<file path="config.mk">
export PLATFORM = sky130hd
export DESIGN_NAME = integer_to_radix_ascii
export DESIGN_NICKNAME = d
export VERILOG_FILES = /design/src/hw/rtl/ira_pkg.sv /design/src/hw/rtl/ira_front.sv /design/src/hw/rtl/ira_queue.sv /design/src/hw/rtl/ira_back.sv /design/src/hw/rtl/integer_to_radix_ascii.sv
export SDC_FILE = /design/constraint.sdc
export NUM_CORES = 1
export LEC_CHECK = 0
export BUFFER_PORTS_ARGS = -buffer_cell sky130_fd_sc_hd__buf_4
export CORE_AREA = 2 2 330 234
export CTS_CLUSTER_SIZE = 24
export DETAILED_ROUTE_END_ITERATION = 10
export DIE_AREA = 0 0 332 236
export PLACE_DENSITY_LB_ADDON = 0.25
export SYNTH_ARGS = -nofsm -noshare
export SYNTH_HDL_FRONTEND = slang
export SYNTH_HIERARCHICAL = 1
export SYNTH_SLANG_ARGS = --single-unit
</file>
<file path="constraint.sdc">
create_clock -name aclk -period 67.2 [get_ports aclk]
set_clock_uncertainty 0.05 [all_clocks]
set_input_delay 3.36 -clock aclk [delete_from_list [all_inputs] [get_ports aclk]]
set_output_delay 3.36 -clock aclk [all_outputs]
set_load 0.01 [all_outputs]
</file>
<file path="src/hw/rtl/ira_pkg.sv">
package ira_pkg;

    localparam int DEF_VALUE_BITS = 64;
    localparam int DEF_MAX_BASE   = 36;

    // port layout
    localparam int VALUE_W    = 64;
    localparam int BASE_W     = 6;
    localparam int S_TDATA_W  = 72;
    localparam int CHAR_W     = 8;
    localparam int DIGIT_W    = 6;

    localparam logic [BASE_W-1:0]  MIN_BASE   = 6'd2;
    localparam logic [BASE_W-1:0]  SIGN_BASE  = 6'd10;
    localparam logic [CHAR_W-1:0]  CH_ZERO    = 8'h30;
    localparam logic [CHAR_W-1:0]  CH_A       = 8'h61;
    localparam logic [CHAR_W-1:0]  CH_MINUS   = 8'h2d;
    localparam logic [CHAR_W-1:0]  CH_NONE    = 8'h00;
    localparam logic [DIGIT_W-1:0] DIGIT_TEN  = 6'd10;
    localparam logic [DIGIT_W-1:0] DIGIT_MAX  = 6'd35;

    typedef struct packed {
        logic sign;
        logic bad;
    } ira_flags_t;

    localparam int FLAGS_W = 2;

    typedef enum logic [1:0] {
        B_IDLE,
        B_DIV,
        B_SIGN,
        B_EMIT
    } ira_state_t;

    function automatic logic [CHAR_W-1:0] digit_char(input logic [DIGIT_W-1:0] d);
        logic [DIGIT_W-1:0] dc;
        dc = (d > DIGIT_MAX) ? DIGIT_MAX : d;
        if (dc < DIGIT_TEN) begin
            return CH_ZERO + CHAR_W'(dc);
        end else begin
            return CH_A + CHAR_W'(dc - DIGIT_TEN);
        end
    endfunction

endpackage

</file>
<file path="src/hw/rtl/ira_front.sv">
module ira_front import ira_pkg::*; #(
    parameter int VALUE_BITS = DEF_VALUE_BITS,
    parameter int MAX_BASE   = DEF_MAX_BASE,
    parameter int BYTES      = (VALUE_BITS + 7) / 8,
    parameter int IDXW       = (BYTES > 1) ? $clog2(BYTES) : 1,
    parameter int ENTRY_W    = IDXW + BYTES * 8 + BASE_W + FLAGS_W
) (
    input  logic                 func,
    input  logic [VALUE_W-1:0]   value,
    input  logic [BASE_W-1:0]    base,
    output logic [ENTRY_W-1:0]   entry
);

    localparam int VW = BYTES * 8;

    logic [VALUE_BITS-1:0] val;
    logic [VALUE_BITS-1:0] mag;
    logic [VW-1:0]         mag_p;
    logic [IDXW-1:0]       top;
    ira_flags_t            flags;
    logic                  neg;

    always_comb begin
        val   = value[VALUE_BITS-1:0];
        neg   = func & val[VALUE_BITS-1];
        mag   = neg ? (~val + VALUE_BITS'(1)) : val;
        mag_p = VW'(mag);
        // highest nonzero byte of the magnitude
        top = '0;
        for (int i = 0; i < BYTES; i++) begin
            if (mag_p[i*8 +: 8] != 8'd0) begin
                top = IDXW'(i);
            end
        end
        flags.bad  = (base < MIN_BASE) || (32'(base) > MAX_BASE);
        flags.sign = neg && (base == SIGN_BASE);
        entry = {top, mag_p, base, flags};
    end

endmodule

</file>
<file path="src/hw/rtl/ira_queue.sv">
module ira_queue import ira_pkg::*; #(
    parameter int W = 8
) (
    input  logic         aclk,
    input  logic         aresetn,
    input  logic         wr_valid,
    output logic         wr_ready,
    input  logic [W-1:0] wr_data,
    output logic         rd_valid,
    input  logic         rd_ready,
    output logic [W-1:0] rd_data
);

    logic [W-1:0] mem_reg [0:1];
    logic         wp_reg, wp_next;
    logic         rp_reg, rp_next;
    logic [1:0]   cnt_reg, cnt_next;
    logic         do_wr, do_rd;

    assign wr_ready = (cnt_reg != 2'd2);
    assign rd_valid = (cnt_reg != 2'd0);
    assign rd_data  = mem_reg[rp_reg];
    assign do_wr    = wr_valid && wr_ready;
    assign do_rd    = rd_valid && rd_ready;

    always_comb begin
        wp_next  = do_wr ? ~wp_reg : wp_reg;
        rp_next  = do_rd ? ~rp_reg : rp_reg;
        cnt_next = cnt_reg + 2'(do_wr) - 2'(do_rd);
    end

    always_ff @(posedge aclk) begin
        if (!aresetn) begin
            wp_reg  <= 1'b0;
            rp_reg  <= 1'b0;
            cnt_reg <= 2'd0;
        end else begin
            wp_reg  <= wp_next;
            rp_reg  <= rp_next;
            cnt_reg <= cnt_next;
        end
    end

    always_ff @(posedge aclk) begin
        if (do_wr) begin
            mem_reg[wp_reg] <= wr_data;
        end
    end

endmodule

</file>
<file path="src/hw/rtl/ira_back.sv">
module ira_back import ira_pkg::*; #(
    parameter int VALUE_BITS = DEF_VALUE_BITS,
    parameter int BYTES      = (VALUE_BITS + 7) / 8,
    parameter int IDXW       = (BYTES > 1) ? $clog2(BYTES) : 1,
    parameter int ENTRY_W    = IDXW + BYTES * 8 + BASE_W + FLAGS_W
) (
    input  logic                aclk,
    input  logic                aresetn,
    input  logic                q_valid,
    output logic                q_ready,
    input  logic [ENTRY_W-1:0]  q_data,
    output logic                m_tvalid,
    input  logic                m_tready,
    output logic [CHAR_W-1:0]   m_char,
    output logic                m_bad,
    output logic                m_last
);

    localparam int VW    = BYTES * 8;
    localparam int MAXD  = VALUE_BITS;
    localparam int CNTW  = $clog2(MAXD + 1);

    ira_state_t          state_reg, state_next;
    logic [VW-1:0]       v_reg, v_next;
    logic [BASE_W-1:0]   base_reg, base_next;
    logic                sign_reg, sign_next;
    logic [IDXW-1:0]     idx_reg, idx_next;
    logic [IDXW-1:0]     top_reg, top_next;
    logic                nz_reg, nz_next;
    logic [DIGIT_W-1:0]  rem_reg, rem_next;
    logic [CNTW-1:0]     cnt_reg, cnt_next;
    logic [DIGIT_W-1:0]  dig_reg [0:MAXD-1];

    logic                ov_reg, ov_next;
    logic [CHAR_W-1:0]   ch_reg, ch_next;
    logic                bad_reg, bad_next;
    logic                last_reg, last_next;

    ira_flags_t          e_flags;
    logic [BASE_W-1:0]   e_base;
    logic [VW-1:0]       e_mag;
    logic [IDXW-1:0]     e_top;

    logic                out_free;
    logic                push, pop;
    logic [7:0]          in_byte, qb;
    logic [6:0]          r;

    assign e_flags  = q_data[FLAGS_W-1:0];
    assign e_base   = q_data[FLAGS_W +: BASE_W];
    assign e_mag    = q_data[FLAGS_W + BASE_W +: VW];
    assign e_top    = q_data[FLAGS_W + BASE_W + VW +: IDXW];
    assign out_free = !ov_reg || m_tready;
    assign in_byte  = v_reg[idx_reg*8 +: 8];

    // one quotient byte per cycle, remainder carried between bytes
    always_comb begin
        r  = {1'b0, rem_reg};
        qb = '0;
        for (int k = 7; k >= 0; k--) begin
            r = {r[5:0], in_byte[k]};
            if (r >= {1'b0, base_reg}) begin
                r     = r - {1'b0, base_reg};
                qb[k] = 1'b1;
            end
        end
    end

    always_comb begin
        state_next = state_reg;
        v_next     = v_reg;
        base_next  = base_reg;
        sign_next  = sign_reg;
        idx_next   = idx_reg;
        top_next   = top_reg;
        nz_next    = nz_reg;
        rem_next   = rem_reg;
        cnt_next   = cnt_reg;
        ov_next    = ov_reg && !m_tready;
        ch_next    = ch_reg;
        bad_next   = bad_reg;
        last_next  = last_reg;
        q_ready    = 1'b0;
        push       = 1'b0;
        pop        = 1'b0;
        case (state_reg)
            B_IDLE: begin
                if (q_valid) begin
                    if (e_flags.bad) begin
                        if (out_free) begin
                            q_ready   = 1'b1;
                            ov_next   = 1'b1;
                            ch_next   = CH_NONE;
                            bad_next  = 1'b1;
                            last_next = 1'b1;
                        end
                    end else begin
                        q_ready    = 1'b1;
                        v_next     = e_mag;
                        base_next  = e_base;
                        sign_next  = e_flags.sign;
                        idx_next   = e_top;
                        nz_next    = 1'b0;
                        top_next   = '0;
                        rem_next   = '0;
                        cnt_next   = '0;
                        state_next = B_DIV;
                    end
                end
            end
            B_DIV: begin
                v_next[idx_reg*8 +: 8] = qb;
                rem_next = r[5:0];
                if (!nz_reg && qb != 8'd0) begin
                    nz_next  = 1'b1;
                    top_next = idx_reg;
                end
                if (idx_reg == '0) begin
                    push     = 1'b1;
                    cnt_next = cnt_reg + CNTW'(1);
                    rem_next = '0;
                    nz_next  = 1'b0;
                    top_next = '0;
                    if (nz_reg || qb != 8'd0) begin
                        idx_next = nz_reg ? top_reg : '0;
                    end else begin
                        state_next = sign_reg ? B_SIGN : B_EMIT;
                    end
                end else begin
                    idx_next = idx_reg - IDXW'(1);
                end
            end
            B_SIGN: begin
                if (out_free) begin
                    ov_next    = 1'b1;
                    ch_next    = CH_MINUS;
                    bad_next   = 1'b0;
                    last_next  = 1'b0;
                    state_next = B_EMIT;
                end
            end
            B_EMIT: begin
                if (out_free) begin
                    pop       = 1'b1;
                    ov_next   = 1'b1;
                    ch_next   = digit_char(dig_reg[0]);
                    bad_next  = 1'b0;
                    last_next = (cnt_reg == CNTW'(1));
                    cnt_next  = cnt_reg - CNTW'(1);
                    if (cnt_reg == CNTW'(1)) begin
                        state_next = B_IDLE;
                    end
                end
            end
            default: begin
                state_next = B_IDLE;
            end
        endcase
    end

    always_ff @(posedge aclk) begin
        if (!aresetn) begin
            state_reg <= B_IDLE;
            ov_reg    <= 1'b0;
            cnt_reg   <= '0;
        end else begin
            state_reg <= state_next;
            ov_reg    <= ov_next;
            cnt_reg   <= cnt_next;
        end
    end

    always_ff @(posedge aclk) begin
        v_reg    <= v_next;
        base_reg <= base_next;
        sign_reg <= sign_next;
        idx_reg  <= idx_next;
        top_reg  <= top_next;
        nz_reg   <= nz_next;
        rem_reg  <= rem_next;
        ch_reg   <= ch_next;
        bad_reg  <= bad_next;
        last_reg <= last_next;
    end

    // digit stack, least significant digit pushed first
    always_ff @(posedge aclk) begin
        if (push) begin
            dig_reg[0] <= r[DIGIT_W-1:0];
            for (int i = 1; i < MAXD; i++) begin
                dig_reg[i] <= dig_reg[i-1];
            end
        end else if (pop) begin
            for (int i = 0; i < MAXD - 1; i++) begin
                dig_reg[i] <= dig_reg[i+1];
            end
        end
    end

    assign m_tvalid = ov_reg;
    assign m_char   = ch_reg;
    assign m_bad    = bad_reg;
    assign m_last   = last_reg;

    a_emit_has_digit: assert property (@(posedge aclk) disable iff (!aresetn)
        (state_reg == B_EMIT) |-> (cnt_reg != '0))
        else $error("emit state with empty digit stack");

    a_stack_bound: assert property (@(posedge aclk) disable iff (!aresetn)
        push |-> (cnt_reg < CNTW'(MAXD)))
        else $error("digit stack overflow");

    a_rem_below_base: assert property (@(posedge aclk) disable iff (!aresetn)
        (state_reg == B_DIV) |-> ({1'b0, rem_reg} < {1'b0, base_reg}))
        else $error("division remainder not below base");

    a_stall_hold: assert property (@(posedge aclk) disable iff (!aresetn)
        (ov_reg && !m_tready) |=> (ov_reg && $stable(ch_reg) && $stable(last_reg)))
        else $error("stalled result changed");

endmodule

</file>
<file path="src/hw/rtl/integer_to_radix_ascii.sv">
// integer_to_radix_ascii: value to lower-case ascii digits in base 2..MAX_BASE, msd first
// the first character waits for the whole divide loop; a bad base skips the loop
// per item: for each digit the loop divides the significant bytes of the running quotient
//   (one byte of the shared divide step per cycle), then the characters are emitted
// reset: synchronous active-low aresetn empties the queue and clears the output valid
module integer_to_radix_ascii import ira_pkg::*; #(
    parameter int VALUE_BITS = DEF_VALUE_BITS,
    parameter int MAX_BASE   = DEF_MAX_BASE
) (
    input  logic                  aclk,
    input  logic                  aresetn,
    // input transaction
    input  logic                  s_tvalid,
    output logic                  s_tready,
    input  logic [S_TDATA_W-1:0]  s_tdata,   // value [63:0], base [69:64], zero [71:70]
    input  logic [0:0]            s_tuser,   // func [0]
    // result transaction
    output logic                  m_tvalid,
    input  logic                  m_tready,
    output logic [CHAR_W-1:0]     m_tdata,   // character [7:0]
    output logic [0:0]            m_tuser,   // bad_base [0]
    output logic                  m_tlast    // last character of the conversion
);

    localparam int BYTES   = (VALUE_BITS + 7) / 8;
    localparam int IDXW    = (BYTES > 1) ? $clog2(BYTES) : 1;
    localparam int ENTRY_W = IDXW + BYTES * 8 + BASE_W + FLAGS_W;

    logic [ENTRY_W-1:0] f_entry;
    logic [ENTRY_W-1:0] q_data;
    logic               q_valid;
    logic               q_ready;

    // front: mask, sign handling, magnitude, base check, top byte
    ira_front #(
        .VALUE_BITS (VALUE_BITS),
        .MAX_BASE   (MAX_BASE),
        .BYTES      (BYTES),
        .IDXW       (IDXW),
        .ENTRY_W    (ENTRY_W)
    ) u_front (
        .func  (s_tuser[0]),
        .value (s_tdata[VALUE_W-1:0]),
        .base  (s_tdata[VALUE_W +: BASE_W]),
        .entry (f_entry)
    );

    // two-entry queue between classification and conversion
    ira_queue #(
        .W (ENTRY_W)
    ) u_queue (
        .aclk     (aclk),
        .aresetn  (aresetn),
        .wr_valid (s_tvalid),
        .wr_ready (s_tready),
        .wr_data  (f_entry),
        .rd_valid (q_valid),
        .rd_ready (q_ready),
        .rd_data  (q_data)
    );

    // back: byte-wise division loop, digit stack, output register
    ira_back #(
        .VALUE_BITS (VALUE_BITS),
        .BYTES      (BYTES),
        .IDXW       (IDXW),
        .ENTRY_W    (ENTRY_W)
    ) u_back (
        .aclk     (aclk),
        .aresetn  (aresetn),
        .q_valid  (q_valid),
        .q_ready  (q_ready),
        .q_data   (q_data),
        .m_tvalid (m_tvalid),
        .m_tready (m_tready),
        .m_char   (m_tdata),
        .m_bad    (m_tuser[0]),
        .m_last   (m_tlast)
    );

endmodule

</file>
# Yosys cells after proc, flatten, opt, wreduce, memory -nomap -nowiden
# Memories as Yosys holds them, arrays and structs flattened. A register that Yosys moved wholly into a read port is not among the register bits.
# Index checks and enable logic that the tools add are counted.
classes:
  n_addsub: 18
  multipliers: 0
  div_mod_pow: 0
  n_lt_le_gt_ge: 12
  n_eq_ne: 18
  shifts: 3
  n_mux: 160
  bitwise: 68
  n_reduce_logical: 35
op_table:
  columns: ["op", "count"]
  rows:
  - ["$mux W6", 75]
  - ["$mux W64", 3]
  - ["$pmux W64 S2", 1]
  - ["$add A64 B1 Y64 const B", 1]
  - ["$bwmux W64", 1]
  - ["$not A64 Y64", 1]
  - ["$reduce_bool A8 Y1", 8]
  - ["$shift A8 B34 Y64 const A", 1]
  - ["$shiftx A64 B7 Y8", 1]
  - ["$shiftx A8 B34 Y64", 1]
  - ["$or A1 B1 Y1", 63]
  - ["$ge A7 B6 Y1", 8]
  - ["$mux W8", 6]
  - ["$sub A6 B6 Y6", 8]
  - ["$mux W3", 13]
  - ["$mux W1", 38]
  - ["$neg A6 Y34", 1]
  - ["$mux W7", 4]
  - ["$pmux W8 S3", 1]
  - ["$pmux W7 S3", 1]
  - ["$mux W2", 9]
  - ["$gt A6 B6 Y1 const B", 2]
  - ["$ne A2 B1 Y1 const B", 6]
  - ["$pmux W3 S2", 2]
  - ["other kinds (36)", 59]
totals:
  ff_bits: 108
  latch_bits: 0
  ram_bits: 534
  mem_bits_ro: 0
  inputBits: 77
  output_inout_bits: 12
  wordCells: 332
  n_memories: 2
mem_list:
  columns: ["memory", "words", "word_bits", "read_ports", "rd_clocked_by_memory_dff", "write_ports", "line", "text"]
  rows:
  - ["u_back.dig_reg", 64, 6, 64, 0, 64, "ira_back.sv:32", "logic [DIGIT_W-1:0] dig_reg [0:MAXD-1];"]
  - ["u_queue.mem_reg", 2, 75, 1, 1, 1, "ira_queue.sv:14", "logic [W-1:0] mem_reg [0:1];"]

# Depth between registers and ports, before layout
logic_depth:
  ltp_word: 22
  ltp_mapped: 86
  depth_no_buf: 77

# Cells and area by module
# Netlist, hierarchy kept.
modules_own_cells:
  columns: ["mod", "instances", "cells_each", "area_per_inst_um2", "seq_area_each_um2"]
  rows:
  - ["ira_back", 1, 2052, 24312.1, 14554.0]
  - ["ira_queue", 1, 257, 5848.1, 4604.4]
  - ["ira_front", 1, 403, 2615.0, 0.0]

# Worst setup path after synthesis
# Ideal clock, no wire load.
synth_path:
  path_type: "in2reg"
  from: "input m_tready"
  to: "memory u_back.dig_reg[0][0] (enable)"
  setup_time_ns: 1.642
  arrival_ns: 29.752
  t_required_ns: 65.508
  path_slack_ns: 35.756
  stages: 2
  cell_sequence: "nor2b_1 -> o21ai_0"
synth_rtl:
  columns: ["item", "line", "text"]
  rows:
  - ["start, declared", "integer_to_radix_ascii.sv:19", "input logic m_tready,"]
  - ["end, declared", "ira_back.sv:32", null]

# Worst setup path after layout
layout_path:
  from: "register u_back.idx_reg[0]"
  to: "register u_back.state_reg[0]"
layout_via:
  elab_chain_len: 21
  elab_cells_between_ends: 37
  cone_classes: "7 x add/sub; 8 x order compare; 2 x eq/ne; 1 x shift; 15 x mux; 4 x reduce/logical"
layout_rtl:
  columns: ["item", "line", "text"]
  rows:
  - ["start, declared", "ira_back.sv:27", "logic [IDXW-1:0] idx_reg, idx_next;"]
  - ["start signal, assigned", "ira_back.sv:177", "idx_reg <= idx_next;"]
  - ["$shiftx A64 B7 Y8", "ira_back.sv:54", "assign in_byte = v_reg[idx_reg*8 +: 8];"]
  - ["$sub A6 B6 Y6 or $ge A7 B6 Y1 (tied branches)", "ira_back.sv:63, ira_back.sv:62", null]
  - ["$mux W6", "ira_back.sv:62", "if (r >= {1'b0, base_reg}) begin"]
  - ["$sub A6 B6 Y6 or $ge A7 B6 Y1 (tied branches)", "ira_back.sv:63, ira_back.sv:62", null]
  - ["$mux W6", "ira_back.sv:62", null]
  - ["$sub A6 B6 Y6 or $ge A7 B6 Y1 (tied branches)", "ira_back.sv:63, ira_back.sv:62", null]
  - ["$mux W6", "ira_back.sv:62", null]
  - ["$sub A6 B6 Y6 or $ge A7 B6 Y1 (tied branches)", "ira_back.sv:63, ira_back.sv:62", null]
  - ["(+5 left out)", null, null]
  - ["$ge A7 B6 Y1 or $sub A6 B6 Y6 (tied branches)", "ira_back.sv:62, ira_back.sv:63", null]
  - ["$mux W6", "ira_back.sv:62", null]
  - ["$ge A7 B6 Y1", "ira_back.sv:62", null]
  - ["$mux W1", "ira_back.sv:62", null]
  - ["$reduce_bool A8 Y1", "ira_back.sv:124", "if (nz_reg || qb != 8'd0) begin"]
  - ["$logic_or A1 B1 Y1", "ira_back.sv:124", null]
  - ["$ne A2 B2 Y1 (no source line)", null, null]
  - ["$reduce_and A7 Y1 (no source line) (*)", null, null]
  - ["end signal, assigned", "ira_back.sv:167", "state_reg <= state_next;"]
  - ["end, declared", "ira_back.sv:23", "ira_state_t state_reg, state_next;"]
# Every way passes the cells marked *; elsewhere a longest branch is shown, timed or not.
# A chain may end at the register's enable or synchronous reset.

==> flow_summary.toml <==
[outcome]
status = "finished clean"

[critical_path]
crit_path_end_kind = "flop"
cp_common_cell = "ha_1"
r2r_start = "u_back/idx_reg[0]$_DFFE_PP_"
arrival_ns = 22.85
crit_start = "u_back/idx_reg[0]$_DFFE_PP_"
critPathLaunchType = "flop"
ff2ff_path_depth = 71
r2r_setup_slack_ns = 44.84
crit_type = "flop to flop"
slowest_delay_ns = 0.93
r2r_end = "u_back/state_reg[0]$_SDFFE_PN0P_"
cp-endpoint = "u_back/state_reg[0]$_SDFFE_PN0P_"
crit_slowest_cell = "a31oi_4"
cp_max_fo = 28
crit_required_ns = 67.69

[synth]
netlist_area_um2 = 32800
synthTopCellsByArea = "edfxtp_1, nand2_1, mux2_2"
syn-instance-count = 2712
synth.distinct_cells = 92
ys_warn_count = 6
synth_edf_count = 628
synth_top_area_share_pct = 57.5
syn-num-nets = 2863
ys.flop_type = "edfxtp_1"
ys_ff_latch = 643
synthArstFlopShare_pct = 0
syn_avg_cell_area_um2 = 12.1
seq_area_frac_synth_pct = 58.5
synth_top_area_cell = "edfxtp_1"

[placement]
io_buffers = 86
placed_cell_area_um2 = 34300
dp.final_hpwl_um = 47900
finalWeightedCongestion = 0.892

[clock_network]
tritoncts = "built"
clk_latency_ns = 0.60
cts_resized = 0
clock_sinks = 643
cts_hold_buf = 0
h-tree-depth = 3
cts_made_buffers = 66
clkTransAtPathRegs_ns = 0.07
cts.path.max_buffers = 3
root_buffer = "clkbuf_16"
post-cts-setup-buffers = 0

[sta]
min_period_over_period_pct = 33.3
setup_viol = 0
rsz0062_at_grt = "no"
hold_viol_final = 0
worst_pin_slew_ns = 1.13
slew_viol_final = 0
layout_min_cycle_time_ns = 22.36
max_slew_margin_pct = 24.4
fin_setup_tns_ns = 0
fmax_mhz = 44.7

[drt]
post_drt_wl_per_cell_um = 18.5
via_per_inst = 5.54
route.detailed.drc = 0
vias = 21029
drtIter0Drc = 2054
routed_wl_um = 70500
drt_first_pass_iters = 5
ant_nets = 0

[floorplanning]
start_util_pct = 43.3
die_width_um = 332
core_area_um2 = 75700
die_h_um = 236
die_area_um2 = 78400
io-pin-count = 89
num_rows = 85

[finish]
antenna_cells = 0
largest_reg_flops = 384
stdcell_area_um2 = 36400
final_nets = 2900
drive_above_1_share_pct = 19.2
final_cell_mix = "nand2_1, edfxtp_1, mux2_2, buf_4, nor2_1"
layout_commonest_cell = "nand2_1"
syn2layout_area_growth_pct = 10.9

[grt]
antenna_found_initial = 0
grt_start_max_net_pins = 155
grt.overflow.total = 0
grt.total_usage_pct = 17.5
grt_pass1_wl_um = 111000
grt_pass1_vias = 19968

[flow_run]
drv_cap = 0

[worst_hold_path]
hold_path_class = "flop to flop"
synth_stat cells (7+ instances only):
cell type / count
mux4_2: 16
nand3_1: 27
a211oi_1: 12
o2bb2ai_1: 66
xor2_1: 31
and3_1: 16
edfxtp_1: 628
nor2b_1: 27
buf_1: 11
mux2i_1: 25
nand2_1: 685
nor3_1: 46
a21oi_1: 68
mux2_2: 210
and2_1: 9
buf_2: 10
ha_1: 66
mux2_4: 51
xnor2_1: 48
nor2_1: 94
nor4_1: 20
dfxtp_1: 15
fa_1: 8
o21ai_0: 53
buf_6: 8
or2_2: 15
a31oi_1: 16
inv_1: 58
o21a_1: 10
buf_4: 7
a21o_1: 17
nand2b_1: 16
nand4_1: 18
or4_1: 16
o31ai_1: 13
clkbuf_1: 105
or3_1: 17
worst min path at each step:
stage / startpoint / endpoint / slack (ns) / cells after the start
floorplan: u_back/dig_reg[1][180]$_DFFE_PP_ / u_back/dig_reg[1][186]$_DFFE_PP_ / 0.37 / 0
global placement: u_back/dig_reg[1][180]$_DFFE_PP_ / u_back/dig_reg[1][186]$_DFFE_PP_ / 0.38 / 0
detailed placement: u_back/dig_reg[1][181]$_DFFE_PP_ / u_back/dig_reg[1][187]$_DFFE_PP_ / 0.38 / 0
CTS: u_back/dig_reg[1][181]$_DFFE_PP_ / u_back/dig_reg[1][187]$_DFFE_PP_ / 0.40 / 0
global route: u_back/dig_reg[1][181]$_DFFE_PP_ / u_back/dig_reg[1][187]$_DFFE_PP_ / 0.40 / 0
finish: u_back/dig_reg[1][181]$_DFFE_PP_ / u_back/dig_reg[1][187]$_DFFE_PP_ / 0.40 / 0
final cells by class:
class | instances | area [um2]
clock inverter | 38 | 304
multi-input combinational | 1869 | 12800
clock buffer | 80 | 1760
sequential | 643 | 19200
fill | 6708 | 39400
timing repair buffer | 110 | 838
tap | 1000 | 1250
inverter | 59 | 224
cell families (layout without fill, tap and decap cells):
logic type / Yosys count / after routing / share of synthesized area, %
AO/OA/AOI/OAI: 362 / 362 / 8.00
XOR/XNOR: 79 / 79 / 2.11
adder cells (fa/ha/maj): 74 / 74 / 3.01
buffers and inverters: 200 / 287 / 2.59
flip-flops: 643 / 643 / 58.5
multiplexers: 302 / 302 / 11.4
AND/OR/NAND/NOR: 1052 / 1052 / 14.4
metal layers:
metal	GRT usage, %	vias up	part of all wire [%]
li1	-	10103	-
met1	28.0	10243	50
met2	24.2	615	41
met3	3.50	68	7.2
met4	3.72	0	1.3
met5	0	-	0
critical path, delay by kind of cell, from the launching register on:
family,cells,cell delay [ns]
adders and majority gates,8,2.50
muxes,6,2.94
DFF,1,0.33
AOI/OAI and AO/OA,37,11.45
buffers and inverters,6,1.34
and+or+nand+nor,14,3.65
through the flow:
step | setup slack, ns | utilization, % | cells | hold slack (ns)
after floorplan | 35.76 | - | 2712 | 0.372
after global placement | 45.74 | 45.3 | 3681 | 0.381
after detailed placement | 45.27 | 45.3 | 3681 | 0.383
after CTS | 45.17 | 48.0 | 3799 | 0.398
after global routing | 43.13 | 48.0 | 3799 | 0.403
final | 44.84 | 48.0 | 3799 | 0.397
Power is left out: the tool's default activity adds up to more than one toggle a clock period on the data nets, which glitch-free logic cannot reach.
